===== src/ntob_mod.sv =====
// Pipelined restoring remainder unit: one dividend bit per stage.
module ntob_mod #(
  parameter int unsigned DIVIDEND_BITS = 12,
  parameter int unsigned DIVISOR_BITS  = 9,
  parameter int unsigned REM_BITS      = 8
) (
  input  logic                     clk,
  input  logic                     en,
  input  logic [DIVIDEND_BITS-1:0] dividend,
  input  logic [DIVISOR_BITS-1:0]  divisor,
  output logic [REM_BITS-1:0]      remainder
);

  logic [DIVISOR_BITS-1:0]  rem_q [0:DIVIDEND_BITS-1];
  logic [DIVIDEND_BITS-1:0] dvd_q [0:DIVIDEND_BITS-2];

  for (genvar k = 0; k < DIVIDEND_BITS; k++) begin : g_stage
    logic [DIVISOR_BITS-1:0]  r_prev;
    logic [DIVIDEND_BITS-1:0] d_prev;
    logic [DIVISOR_BITS:0]    trial;

    // Previous partial remainder and the dividend bits still to consume.
    if (k == 0) begin : g_first
      assign r_prev = '0;
      assign d_prev = dividend;
    end else begin : g_next
      assign r_prev = rem_q[k-1];
      assign d_prev = dvd_q[k-1];
    end

    // Shift in the next dividend bit and subtract the divisor if it fits.
    assign trial = {r_prev, d_prev[DIVIDEND_BITS-1-k]};

    always_ff @(posedge clk) begin
      if (en) begin
        if (trial >= {1'b0, divisor}) begin
          rem_q[k] <= DIVISOR_BITS'(trial - {1'b0, divisor});
        end else begin
          rem_q[k] <= DIVISOR_BITS'(trial);
        end
      end
    end

    if (k < DIVIDEND_BITS - 1) begin : g_carry
      always_ff @(posedge clk) begin
        if (en) begin
          dvd_q[k] <= d_prev;
        end
      end
    end
  end

  // The remainder is below the divisor, so it fits the texel index width.
  assign remainder = rem_q[DIVIDEND_BITS-1][REM_BITS-1:0];

endmodule


===== config.mk =====
export PLATFORM = sky130hd
export DESIGN_NAME = ntob_mod
export DESIGN_NICKNAME = d
export VERILOG_FILES = /design/src/ntob_mod.sv
export SDC_FILE = /design/constraint.sdc
export NUM_CORES = 1
export LEC_CHECK = 0
export BUFFER_PORTS_ARGS = -buffer_cell sky130_fd_sc_hd__clkbuf_2
export CAP_MARGIN = 15
export CORE_MARGIN = 2
export CORE_UTILIZATION = 59
export CTS_CLUSTER_SIZE = 24
export DETAILED_ROUTE_END_ITERATION = 10
export GPL_TIMING_DRIVEN = 0
export PLACE_DENSITY = 0.76
export SLEW_MARGIN = 20
export SYNTH_ARGS = -nofsm -noshare
export SYNTH_HDL_FRONTEND = slang
export SYNTH_SLANG_ARGS = --single-unit

===== constraint.sdc =====
create_clock -name clk -period 4.9 [get_ports clk]
set_input_delay 0.49 -clock clk [delete_from_list [all_inputs] [get_ports clk]]
set_output_delay 0.49 -clock clk [all_outputs]
set_load 0.005 [all_outputs]

==> results.md <==
- The initial DRC count is 500.
- The instance count of the mapped netlist is 836.
- The total of hold buffers inserted after clock tree synthesis is 0.
- The TritonCTS clock tree is yes.
- Once the clock tree was built, the resizer swapped 0 gates to a different size.
- The total of warnings raised by yosys is 0.
- The worst pin sits at a relative slew slack of 42.0%.
- The data arrival time of the critical path is 3.41 ns.
- The iteration count of the initial detailed-routing pass is 4.
- VDD sags by at most 349 uV.
- Relative to the synthesized area, the layout overhead comes to 10.2%.
- The clock latency on the worst-skew pair is 0.44 ns.
- The first global-routing pass estimated 34100 um of wire.
- The number of maximum-capacitance violations is 0.
- The placed wire-length estimate after detailed placement is 14400 um.
- The netlist area before placement is 0.0107 mm^2.
- The largest net degree at the start of global routing is 51.
- Summed over all cells, the static leakage comes to 4.96 nW.
- The sequential fraction of design power is 37.1%.
- The count of buffers added on input and output ports is 30.
- The floorplan step set the die width to 139 um.
- Combinational cells account for 40.8% of the total power.
- The post-route netlist has 16.2% of its cells at a drive strength greater than 1.
- The post-synthesis net count is 971.
- The worst setup path is launched from an input port.
- The critical path is of the input port to register type.
- The detailed-route via count is 6806.
- For the finished layout, the period the worst path requires is 3.22 ns.
- The internal portion of total power is 4.18 mW.
- The y dimension of the die is 139 um.
- The total count of hold-check failures in the final report is 0.
- The total wirelength of the detailed-routed design is 21100 um.
- The number of synthesized register bits is 173.
- The standard-cell row count is 49.
- The ratio of routed vias to standard cells is 6.03.
- The measured slew at the worst slew-check pin is 0.869 ns.
- The number of setup buffers added after CTS is 0.
- For this run, asynchronously set or reset flops after synthesis account for 0%.
- The area enclosed by the die boundary is 0.0192 mm^2.
- STA classifies the critical path endpoint as a register.
- The setup check on the worst reg-to-reg path leaves a slack of 2.27 ns.
- The sequential fraction of the synthesis area is 48.5%.
- The effective utilization at floorplan is 59.8%.
- The achievable frequency is 0.311 GHz.
- The number of global-route vias before repair is 6729.
- The initial antenna violation count is 0.
- In this run the worst hold path is classified as input port to register.
- The final-stage net count is 1021.
- Global routing used 22.7% of the available tracks across all layers.
- After detailed routing, the average wire length per cell comes to 18.7 um.
- The core region is 0.0179 mm^2.
- The top flip-flop cell by instance count after synthesis is edfxtp_1.
- After global routing the overflow that remains totals 0.
- Summed over all failing endpoints, the final setup total negative slack is 0 ns.
- For the worst setup path, the data required time is 5.09 ns.
- The final weighted congestion of routability-driven global placement is 0.879.
- The share of total power dissipated in the clock network is 22.1%.
- Net switching is 33.7% of the power.
- The root buffer cell is clkbuf_16.
- The post-route clock period utilization is 65.7%.
- 0 antenna diodes ended up in the layout.
- The number of max-slew violations in the final report is 0.
- Clock tree synthesis found a total of 173 sinks.
- Setup repair after global routing left no endpoint under its margin.
- The run finished with clean final reports.
- The mean instance size in the synthesized netlist is 12.8 um^2.
- Counting distinct cell types in the post-synthesis netlist gives 40.
- The number of I/O pins is 31.
- Clock-pin slew was measured on the worst setup and hold paths at 0.08 ns.
- The H-tree was split into 4 levels.
- The count of flip-flops with a built-in enable after synthesis is 173.
- Summing internal, switching and leakage power gives 6.30 mW.
- The number of remaining DRC errors is 0.
- Of all nets on the critical path, the largest fanout is 16.
- Summed over all nets, the switching power comes to 2.12 mW.
- The library cells used most frequently in the layout, excluding fill and tap cells, are edfxtp_1, ha_1, a21oi_1, xnor2_1, nor2_1.
- The maximum buffer depth of the clock tree is 2.
- Buffers inserted during clock tree synthesis total 17.
- The library cell used most frequently in the layout, excluding fill and tap cells, is edfxtp_1.
- On the final layout, the worst clock skew is 0.00871 ns.
- Once detail routing completed, the nets flagged for antenna violations numbered 0.
- Power spread over the standard cell area amounts to 534 mW/mm^2.
- Setup violations remaining at the end of the flow were counted as 0.
[final cells by class]
class                           instances  area (um^2)
Timing Repair Buffer                   31          180
Tap cell                              229          287
Fill cell                            1359         6100
Clock buffer                           17          425
Buffer                                 20          121
Inverter                               38          143
Sequential cell                       173         5190
Clock inverter                         15          204
Multi-Input combinational cell        605         5250
[cell usage after synthesis, types with 4 or more instances]
master      n  area [um^2]
edfxtp_1  173         5190
ha_1      101         1260
a21oi_1    51          255
xnor2_1    51          447
nor2_1     48          180
inv_1      38          143
mux2_4     36          541
a21o_1     34          255
mux2_2     30          338
nand4_1    27          169
a31oi_1    25          156
nand2_1    25         93.8
mux2i_1    22          220
xor2_1     22          193
a211oi_1   18          135
nand3_1    15         75.1
nor3_1     14         70.1
clkbuf_1   13         48.8
nand2b_1   12         75.1
fa_1       11          220
and3b_1    10         87.6
nand3b_1   10         75.1
nor2b_1     7         43.8
a211o_1     6         52.6
a21bo_1     6         60.1
buf_6       6         67.6
a211oi_2    4         50.1
[power groups by stage]
| stage | combinational, mW | clock [mW] | sequential [mW] |
|---|---|---|---|
| 2_1_floorplan | 2.09 | 0 | 2.29 |
| 3_3_place_gp | 2.48 | 0 | 2.36 |
| 3_5_place_dp | 2.54 | 0 | 2.37 |
| 4_1_cts | 2.57 | 1.41 | 2.34 |
| 5_1_grt | 2.84 | 1.47 | 2.38 |
| 6_report | 2.57 | 1.39 | 2.34 |
[worst paths after layout]
kind	from	endpoint	depth (start not counted)
setup / recovery	divisor[1]	rem_q[1][6]$_DFFE_PP_	8
setup reg to reg	dvd_q[8][2]$_DFFE_PP_	rem_q[2][15]$_DFFE_PP_	8
hold reg to reg	dvd_q[8][1]$_DFFE_PP_	dvd_q[9][1]$_DFFE_PP_	0
hold / removal	dividend[0]	dvd_q[0][0]$_DFFE_PP_	1
[cell families after synthesis]
family,count (synthesis),share of synthesized area [%]
muxes,88,10.3
buffers and inverters,58,2.47
and+or+nand+nor,176,8.76
DFF,173,48.5
AOI/OAI and AO/OA,156,10.1
adders and majority gates,112,13.9
xor gates and xnor gates,73,5.97
[worst max-delay path, stage by stage]
cell and delay (ns):
clkbuf_2 0.58, inv_1 0.60, ha_1 0.48, nand3_1 0.09, nor3_1 0.06, or4b_1 0.52, o21bai_4 0.26, mux2_2 0.30
[routing by layer]
| layer | GRT usage (%) | routed length [um] |
|---|---|---|
| met1 | 30.5 | 9420 |
| met2 | 37.1 | 10100 |
| met3 | 4.42 | 914 |
| met4 | 8.72 | 620 |
| met5 | 0 | 0 |
[sequential cells by signal, indices dropped and copies added, names as in the netlist]
signal  flops
rem_q     107
dvd_q      66
[stage by stage]
stage / hold WS (ns) / utilization (%) / cells / worst slack, ns / instance area [um^2]
detailed placement: 0.405 / 62.4 / 1096 / 1.20 / 11200
CTS: 0.203 / 65.9 / 1128 / 1.67 / 11800
finish: 0.214 / 65.9 / 1128 / 1.68 / 11800
floorplan: 0.400 / - / 836 / 2.27 / 10700
global placement: 0.401 / 62.2 / 1095 / 1.03 / 11100
global route: 0.197 / 65.9 / 1128 / 1.51 / 11800
Power figures use the tool's default switching activity.
