File: src/ntob_pkg.sv
// Shared types and constants of the noise texture overlay blend core.
package ntob_pkg;

  // Register indexes on the configuration port (byte address is 4 * index).
  localparam logic [2:0] REG_NOISE_PERCENT  = 3'd0;
  localparam logic [2:0] REG_TEXTURE_WIDTH  = 3'd1;
  localparam logic [2:0] REG_TEXTURE_HEIGHT = 3'd2;
  localparam logic [2:0] REG_CLIP_LEFT      = 3'd3;
  localparam logic [2:0] REG_CLIP_TOP       = 3'd4;
  localparam logic [2:0] REG_CLIP_RIGHT     = 3'd5;
  localparam logic [2:0] REG_CLIP_BOTTOM    = 3'd6;

  localparam int unsigned APB_ADDR_BITS = 5;

  // Blend arithmetic constants.
  localparam logic [6:0] PCT_MAX      = 7'd100;
  localparam logic [7:0] NEUTRAL      = 8'd128;
  localparam logic [7:0] ALPHA_OPAQUE = 8'hFF;
  // floor(x / 100) = (x * 5243) >> 19 for x <= 25500.
  localparam logic [12:0] RECIP_100   = 13'd5243;
  // floor(y / 255) = (y * 32897) >> 23 for y <= 64770.
  localparam logic [15:0] RECIP_255   = 16'd32897;

  // Register stages inside the channel blend unit.
  localparam int unsigned BLEND_STAGES = 4;

  // Item information that rides alongside the texture lookup.
  typedef struct packed {
    logic        load;     // texel load, never produces a result
    logic        we;       // texel load whose coordinates are in range
    logic        in_clip;  // pixel lies inside the clip window
    logic [31:0] pix;      // pixel or texel payload
  } side_t;

endpackage

File: src/ntob_blend.sv
// One color channel: pull noise toward grey, then overlay-blend with the pixel.
module ntob_blend (
  input  logic       clk,
  input  logic       en,
  input  logic [6:0] p,
  input  logic [7:0] c,
  input  logic [7:0] n,
  output logic [7:0] r
);

  logic [14:0] x1;
  logic [7:0]  c1;
  logic [26:0] q2;
  logic [7:0]  c2;
  logic [15:0] y3;
  logic        hi3;
  logic [30:0] z4;
  logic        hi4;

  logic [14:0] np_prod;
  logic [14:0] grey;
  logic        c2_hi;
  logic [7:0]  m2;
  logic [7:0]  mul_a;
  logic [7:0]  mul_b;
  logic [7:0]  quot;

  function automatic logic [6:0] PCT_MAX_SUB(input logic [6:0] pv);
    return ntob_pkg::PCT_MAX - pv;
  endfunction

  // Stage 1: weighted sum n*p + 128*(100-p).
  assign np_prod = 15'(15'(n) * 15'(p));
  assign grey    = 15'({PCT_MAX_SUB(p), 7'd0});

  always_ff @(posedge clk) begin
    if (en) begin
      x1 <= np_prod + grey;
      c1 <= c;
    end
  end

  // Stage 2: divide by 100 through the reciprocal.
  always_ff @(posedge clk) begin
    if (en) begin
      q2 <= 27'(27'(x1) * 27'(ntob_pkg::RECIP_100));
      c2 <= c1;
    end
  end

  // Stage 3: overlay product, dark and light halves share one multiplier.
  assign m2    = q2[26:19];
  assign c2_hi = (c2 >= ntob_pkg::NEUTRAL);
  assign mul_a = c2_hi ? {~c2[6:0], 1'b0} : {c2[6:0], 1'b0};
  assign mul_b = c2_hi ? ~m2 : m2;

  always_ff @(posedge clk) begin
    if (en) begin
      y3  <= 16'(16'(mul_a) * 16'(mul_b));
      hi3 <= c2_hi;
    end
  end

  // Stage 4: divide by 255 through the reciprocal.
  always_ff @(posedge clk) begin
    if (en) begin
      z4  <= 31'(31'(y3) * 31'(ntob_pkg::RECIP_255));
      hi4 <= hi3;
    end
  end

  // Light half mirrors the quotient around 255.
  assign quot = z4[30:23];
  assign r    = hi4 ? ~quot : quot;

endmodule

File: config.mk
export PLATFORM = sky130hd
export DESIGN_NAME = ntob_blend
export DESIGN_NICKNAME = d
export VERILOG_FILES = /design/src/ntob_pkg.sv /design/src/ntob_blend.sv
export SDC_FILE = /design/constraint.sdc
export NUM_CORES = 1
export LEC_CHECK = 0
export BUFFER_PORTS_ARGS = -buffer_cell sky130_fd_sc_hd__buf_4
export CAP_MARGIN = 20
export CORE_MARGIN = 4
export CORE_UTILIZATION = 30
export CTS_BUF_LIST = sky130_fd_sc_hd__clkbuf_16
export DETAILED_ROUTE_END_ITERATION = 16
export PLACE_DENSITY = 0.45
export SETUP_SLACK_MARGIN = 0.3
export SYNTH_ARGS = -nofsm -noshare
export SYNTH_HDL_FRONTEND = slang
export SYNTH_SLANG_ARGS = --single-unit
File: constraint.sdc
create_clock -name clk -period 7 [get_ports clk]
set_input_delay 1.05 -clock clk [delete_from_list [all_inputs] [get_ports clk]]
set_output_delay 1.05 -clock clk [all_outputs]
set_load 0.005 [all_outputs]
==> summary.txt, run 1 <==
Final layout
  • Nets@finish: 1,530
  • Multi-input logic area: 7948 sq um
  • Fillers: 3,687
  • Commonest non-fill, non-tap cell in the layout: inv_1
  • Commonest non-fill, non-tap cells in the layout: inv_1, ha_1, fa_1, edfxtp_1, nand2_1
  • Register area: 1922 sq um
  • Area Growth Syn to Fin: 10.23%
  • Share of layout cells above drive strength 1: 5.652%
  • Inserted Diodes: 0

Worst hold path
  • Hold Crit Endpoint: c2[4]
  • Hold Crit Depth: 0
  • Hold crit path type: reg2reg
  • Min-Delay Startpoint: c1[4]

Die
  • IO Pins: 33
  • Die area: 39,740 sq um
  • Die height: 199.4 microns
  • Core Area: 35,830 sq um
  • Die W: 199.4 microns
  • Initial core utilization: 30.66%
  • Placement Rows: 69

Clock tree
  • CTS tree: yes
  • # clock sinks: 64
  • Hold bufs inserted after CTS: 0
  • Num CTS Buffers: 9
  • Insertion delay to the later sink of the worst-skew pair: 340 ps
  • Clock buffer depth: 2
  • CTS resizes: 0
  • Root buffer selected by CTS: clkbuf_16
  • Setup Buffers After CTS: 0
  • Number of H-tree levels: 3
  • Clock transition at path regs: 70 ps

Drt
  • Vias/cell: 4.462
  • DR DRC count: 0
  • Final wirelength: 21,920 microns
  • Vias: 7,188
  • Remaining antenna violation count: 0
  • WL/cell: 13.61 microns
  • Initial DRC count: 217
  • DRT Pass-1 Iters: 4

Timing
  • Minimum clock period after layout: 5095 ps
  • Sum Neg Setup Slack: 0 ps
  • Hold Vio Cnt, Final: 0
  • Worst Tran Pin Value: 897.1 ps
  • Clock Skews: 11.14 ps
  • Maximum clock frequency: 196.3 MHz
  • RSZ-0062 raised after global routing: false
  • Final Cycle Share: 72.78%
  • Setup violators final: 0
  • Relative slew slack: 40.19%
  • Max Slew Vio Count: 0

Worst setup path
  • Worst r2r dst: q2[25]
  • Largest fanout on the critical path: 7
  • R2r worst-path depth: 17
  • Setup crit start kind: flip-flop
  • R2R Setup Slk: 1910 ps
  • Critical R2R Launch: x1[13]
  • CP Data Required Time: 7080 ps
  • Critical path class: reg2reg
  • Setup crit end kind: flip-flop
  • Crit path DAT: 5170 ps

Placement
  • Port bufs: 32
  • GPL Wtd Cong: 0.8132
  • Post-DP HPWL: 18,900 microns

GRT
  • Number of global-route vias before repair: 7,607
  • Initial antenna violation count: 0
  • First-pass GRT wire length: 38,220 microns
  • Grt ovf: 0
  • GRT Util Overall: 11.86%
  • Pin count of the biggest net entering global routing: 65

Synthesis
  • YS warnings: 0
  • Post-Syn Area per Cell: 9.807 sq um
  • Sequential element share of the synthesized area: 17.50%
  • Synth cell types: 54
  • Post-synthesis cell count: 1,120
  • Post-synth EDFFs: 64
  • Mapped Nets: 1,505
  • Synthesized flop and latch total: 64
  • Ys async rst share: 0%
  • Syn Std Cell Area: 10,980 sq um
  • Ys flop type: edfxtp_1

Outcome
  • Status: completed

Flow run
  • MaxCap Viol Count: 0
[Yosys cell counts (17+ instances only)]
cell type / number / share of area (%)
inv_1: 278 / 9.5
fa_1: 134 / 24
xnor2_1: 25 / 2.0
nand2b_1: 17 / 0.97
nor2_1: 25 / 0.85
o21ai_0: 30 / 1.4
a21oi_1: 46 / 2.1
edfxtp_1: 64 / 17
ha_1: 226 / 26
and2_1: 41 / 2.3
xor2_1: 25 / 2.0
nand2_1: 63 / 2.2
[through the flow]
stage	cell area (sq um)	cells	setup slack [ps]	util [%]	hold slack, ps
floorplan	10980	1120	2125	-	400.3
global placement	11730	1594	1791	32.74	401.3
detailed placement	11730	1594	1734	32.74	406.2
CTS	12080	1610	1698	33.72	423.3
global route	12110	1611	1596	33.79	429.2
finish	12110	1611	1905	33.79	420.6
[routing by layer]
layer / routed length, microns / GRT usage [%] / up-vias
li1: - / - / 3681
met1: 10930 / 16.81 / 3441
met2: 10350 / 19.78 / 55
met3: 450 / 1.332 / 11
met4: 193 / 2.289 / 0
met5: 0 / 0 / -
[worst max path at each step]
stage / to / from / cells after the start / slack (ps)
floorplan: x1[13] / p[6] / 14 / 2130
global placement: y3[15] / c2[7] / 14 / 1790
detailed placement: y3[14] / c2[7] / 15 / 1730
CTS: y3[14] / c2[7] / 15 / 1700
global route: q2[26] / x1[9] / 17 / 1600
finish: q2[25] / x1[13] / 17 / 1910
[area by class of cell]
class	instances	area share (%)
Timing Repair Buffer	33	2.211
Sequential cell	64	15.87
Clock inverter	7	1.033
Clock buffer	9	1.860
Multi-Input combinational cell	759	65.64
Inverter	278	8.618
Tap cell	461	4.764
[sequential cells by signal, indices dropped and copies added (netlist names)]
register,count
y3,15
hi4,1
c2,8
x1,15
c1,8
z4,8
hi3,1
q2,8
[logic make-up after synthesis]
| logic type | after synthesis | synth area share, % |
|---|---|---|
| AOI/OAI and AO/OA | 140 | 8.224 |
| adders and majority gates | 360 | 50.17 |
| xor gates and xnor gates | 50 | 3.987 |
| muxes | 7 | 0.6607 |
| DFF | 64 | 17.50 |
| and+or+nand+nor | 202 | 9.318 |
| buffers and inverters | 297 | 10.15 |
[worst max-delay path, stage by stage, from the launching register on]
cell and delay [ps]:
edfxtp_1 540, ha_1 370, inv_1 60, fa_1 490, inv_1 50, fa_1 460, fa_1 480, inv_1 50
fa_1 520, inv_1 40, ha_1 310, a211oi_2 180, nor2_1 80, o221ai_2 230, a21oi_2 130, nor3_1 450
o221ai_1 200, xor2_1 170
Power of run 1 is left out: the tool's default activity adds up to more than one toggle a clock period on the data nets, which glitch-free logic cannot reach.
==> inputs of run 2 (changes only) <==
- ABC_AREA: default -> 1
- PLACE_DENSITY: 0.45 -> 0.47
- clock period: 7 -> 4.6 ns (I/O delays scaled with it)
==> run 2 against run 1 <==
Non-clock buffer count is 86 higher. Die area is 7.4% higher. Register-to-register slack worse by 1700 ps. Clock skew is 3.7 ps lower. Setup slack worse by 1700 ps. Global-route usage is 1.5 points higher. Critical path depth is 15 higher. Sequential share of layout area is 2.5 points lower. Final area is 19% higher. Maximum frequency is 16% higher. Critical path type unchanged. Critical endpoint is now hi3. Largest cell class unchanged. Highest routed layer unchanged.
==> summary.txt, run 2 <==
Clock tree
  • Num CTS Buffers: 9 (unchanged)
  • Clock transition at path regs: 50 ps (-20 ps)
  • CTS tree: yes
  • Insertion delay to the later sink of the worst-skew pair: 340 ps (about the same)
  • # clock sinks: 64 (unchanged)
  • Number of H-tree levels: 3 (unchanged)
  • Root buffer selected by CTS: clkbuf_16
  • Clock buffer depth: 2 (unchanged)

Synthesis
  • Ys flop type: edfxtp_1
  • Simple-gate area share of the yosys netlist: 15.89% (+6.6 points)
  • Post-synth EDFFs: 64 (unchanged)
  • Most common cell in the netlist: inv_1
  • Top cell type's share of synthesized area: 23.89% (-1.9 points)
  • Synth Area in Adders: 46.55% (-3.6 points)
  • Post-synthesis cell count: 1,423 (+27%)
  • Post-Syn Area per Cell: 8.318 sq um (-15%)
  • Mux cell area share after synthesis: 0% (-0.66 points)
  • Syn Std Cell Area: 11,840 sq um (+7.8%)
  • Top cells by area, synth: ha_1, fa_1, edfxtp_1
  • Synth Area in Compound Gates: 4.471% (-3.8 points)
  • Sequential element share of the synthesized area: 16.24% (-1.3 points)
  • Post-synth top area cell: ha_1
  • Largest family of logic cells by synthesized area: adder cells
  • Synthesized flop and latch total: 64 (unchanged)
  • Post-synth top cells: inv_1, nand2_1, ha_1
  • Synth cell types: 33 (-39%)
  • Ys async rst share: 0% (unchanged)
  • XOR/XNOR Fraction of Synth Area: 4.027% (+0.041 points)
  • Mapped Nets: 1,808 (+20%)
  • YS warnings: 0 (unchanged)

Final layout
  • Area Growth Syn to Fin: 21.83%
  • Nets@finish: 1,928 (+26%)
  • Share of layout cells above drive strength 1: 17.26% (+12 points)
  • Post-route core utilization: 37.14% (+3.3 points)
  • Commonest non-fill, non-tap cells in the layout: inv_1, nand2_1, ha_1, fa_1, buf_4
  • Commonest non-fill, non-tap cell in the layout: inv_1
  • Biggest regs: x1: 15 flops, y3: 15 flops
  • Inserted Diodes: 0 (unchanged)

Drt
  • DRT Pass-1 Iters: 7 (+3)
  • Initial DRC count: 349 (+61%)
  • Vias: 9,040 (+26%)
  • Remaining antenna violation count: 0 (unchanged)
  • Vias/cell: 4.378 (-1.9%)
  • WL/cell: 13.45 microns (-1.2%)
  • DR DRC count: 0 (unchanged)
  • Final wirelength: 27,770 microns (+27%)

Die
  • Die W: 206.6 microns (+3.7%)
  • Core Area: 38,830 sq um (+8.4%)
  • Placement Rows: 72 (+4.3%)
  • IO Pins: 33 (unchanged)
  • Die height: 206.6 microns (+3.7%)
  • Die area: 42,700 sq um (+7.4%)
  • Initial core utilization: 30.48% (-0.17 points)

Worst setup path
  • Critical Path Max Stage Delay: 430 ps (-110 ps)
  • CP Data Required Time: 4700 ps (-2380 ps)
  • R2R Setup Slk: 200 ps (-1700 ps)
  • Worst r2r dst: hi3
  • Setup crit end kind: flip-flop
  • Critical path class: reg2reg
  • CP most frequent cell: buf_4
  • Worst path slowest cell: edfxtp_1
  • CP startpoint: c2[7]
  • Crit path DAT: 4500 ps (-670 ps)
  • Largest fanout on the critical path: 2 (-5)
  • Critical R2R Launch: c2[7]
  • R2r worst-path depth: 32 (+15)
  • Setup crit start kind: flip-flop

Timing
  • Clock Skews: 7.440 ps (-3.703 ps)
  • Hold Vio Cnt, Final: 0 (unchanged)
  • Setup violators final: 0 (unchanged)
  • Worst Tran Pin Value: 858.0 ps (-39.12 ps)
  • Relative slew slack: 42.80% (+2.6 points)
  • Final Cycle Share: 95.63% (+23 points)
  • Maximum clock frequency: 227.3 MHz (+16%)
  • Max Slew Vio Count: 0 (unchanged)
  • Minimum clock period after layout: 4399 ps (-695.4 ps)
  • RSZ-0062 raised after global routing: true

Worst hold path
  • Hold Crit Endpoint: c2[7]
  • Hold Crit Depth: 0 (unchanged)
  • Min-Delay Startpoint: c1[7]
  • Hold crit path type: reg2reg

GRT
  • GRT Util Overall: 13.40% (+1.5 points)
  • Number of global-route vias before repair: 9,506 (+25%)
  • Pin count of the biggest net entering global routing: 65 (unchanged)
  • First-pass GRT wire length: 46,130 microns (+21%)
  • Initial antenna violation count: 0 (unchanged)
  • Grt ovf: 0 (unchanged)

Placement
  • Port bufs: 32 (unchanged)
  • GPL Wtd Cong: 0.9280 (+14%)
  • Post-DP HPWL: 23,340 microns (+23%)

Flow run
  • MaxCap Viol Count: 0 (unchanged)

Outcome
  • Status: completed
-- run 2: what timing repair did --
| item | in CTS | in global routing |
|---|---|---|
| gates resized for setup | 93 | 68 |
| setup endpoints to repair | 16 | 20 |
| pin swaps | 68 | 45 |
| hold buffers | 0 | 0 |
| setup buffers | 47 | 14 |
-- run 2: cell families (layout without fill, tap and decap cells) --
family / after synthesis / in the layout
AO/OA/AOI/OAI: 96 / 96
XOR/XNOR: 51 / 51
adder cells (fa/ha/maj): 360 / 360
buffers and inverters: 399 / 523
flip-flops: 64 / 64
AND/OR/NAND/NOR: 453 / 453
-- run 2: metrics by stage --
step / hold WS, ps / setup TNS, ps / worst slack, ps / std cells / instance area [sq um]
4_1_cts: 411.8 / 0 / 241.8 / 2051 / 14050
6_report: 413.7 / 0 / 200.9 / 2065 / 14420
5_1_grt: 412.1 / 0 / 53.48 / 2065 / 14420
3_3_place_gp: 403.8 / -19.07 / -19.07 / 1989 / 12950
3_5_place_dp: 406.1 / 0 / 24.02 / 1989 / 12950
2_1_floorplan: 400.3 / 0 / 300.6 / 1423 / 11910
-- run 2: how the worst max path moves through the flow --
| stage | to | slack (ps) |
|---|---|---|
| finish | hi3 | 200 |
| global route | y3[14] | 50 |
| CTS | q2[25] | 240 |
| detailed placement | q2[23] | 20 |
| global placement | q2[23] | -20 |
| floorplan | x1[14] | 300 |
-- run 2: area by class of cell --
cell class,instances,area (sq um)
Clock buffer,9,225.2
Clock inverter,6,53.80
Fill cell,3948,24410
Inverter,389,1463
Multi-Input combinational cell,960,9123
Sequential cell,64,1922
Tap cell,518,648.1
Timing Repair Buffer,119,985.9
-- run 2: critical path: cells and delay by family, from the launching register on --
kind | cells | cell delay, ps
DFF | 1 | 430
buffers and inverters | 29 | 3390
and+or+nand+nor | 2 | 140
adders and majority gates | 1 | 210
-- run 2: routing by layer --
metal / vias up / wire length (microns) / GRT usage (%)
met5: - / 0 / 0
met2: 108 / 14920 / 25.80
met1: 4255 / 11670 / 15.47
met3: 35 / 570 / 1.750
li1: 4642 / - / -
met4: 0 / 610 / 3.683
Power of run 2 is left out for the same reason.
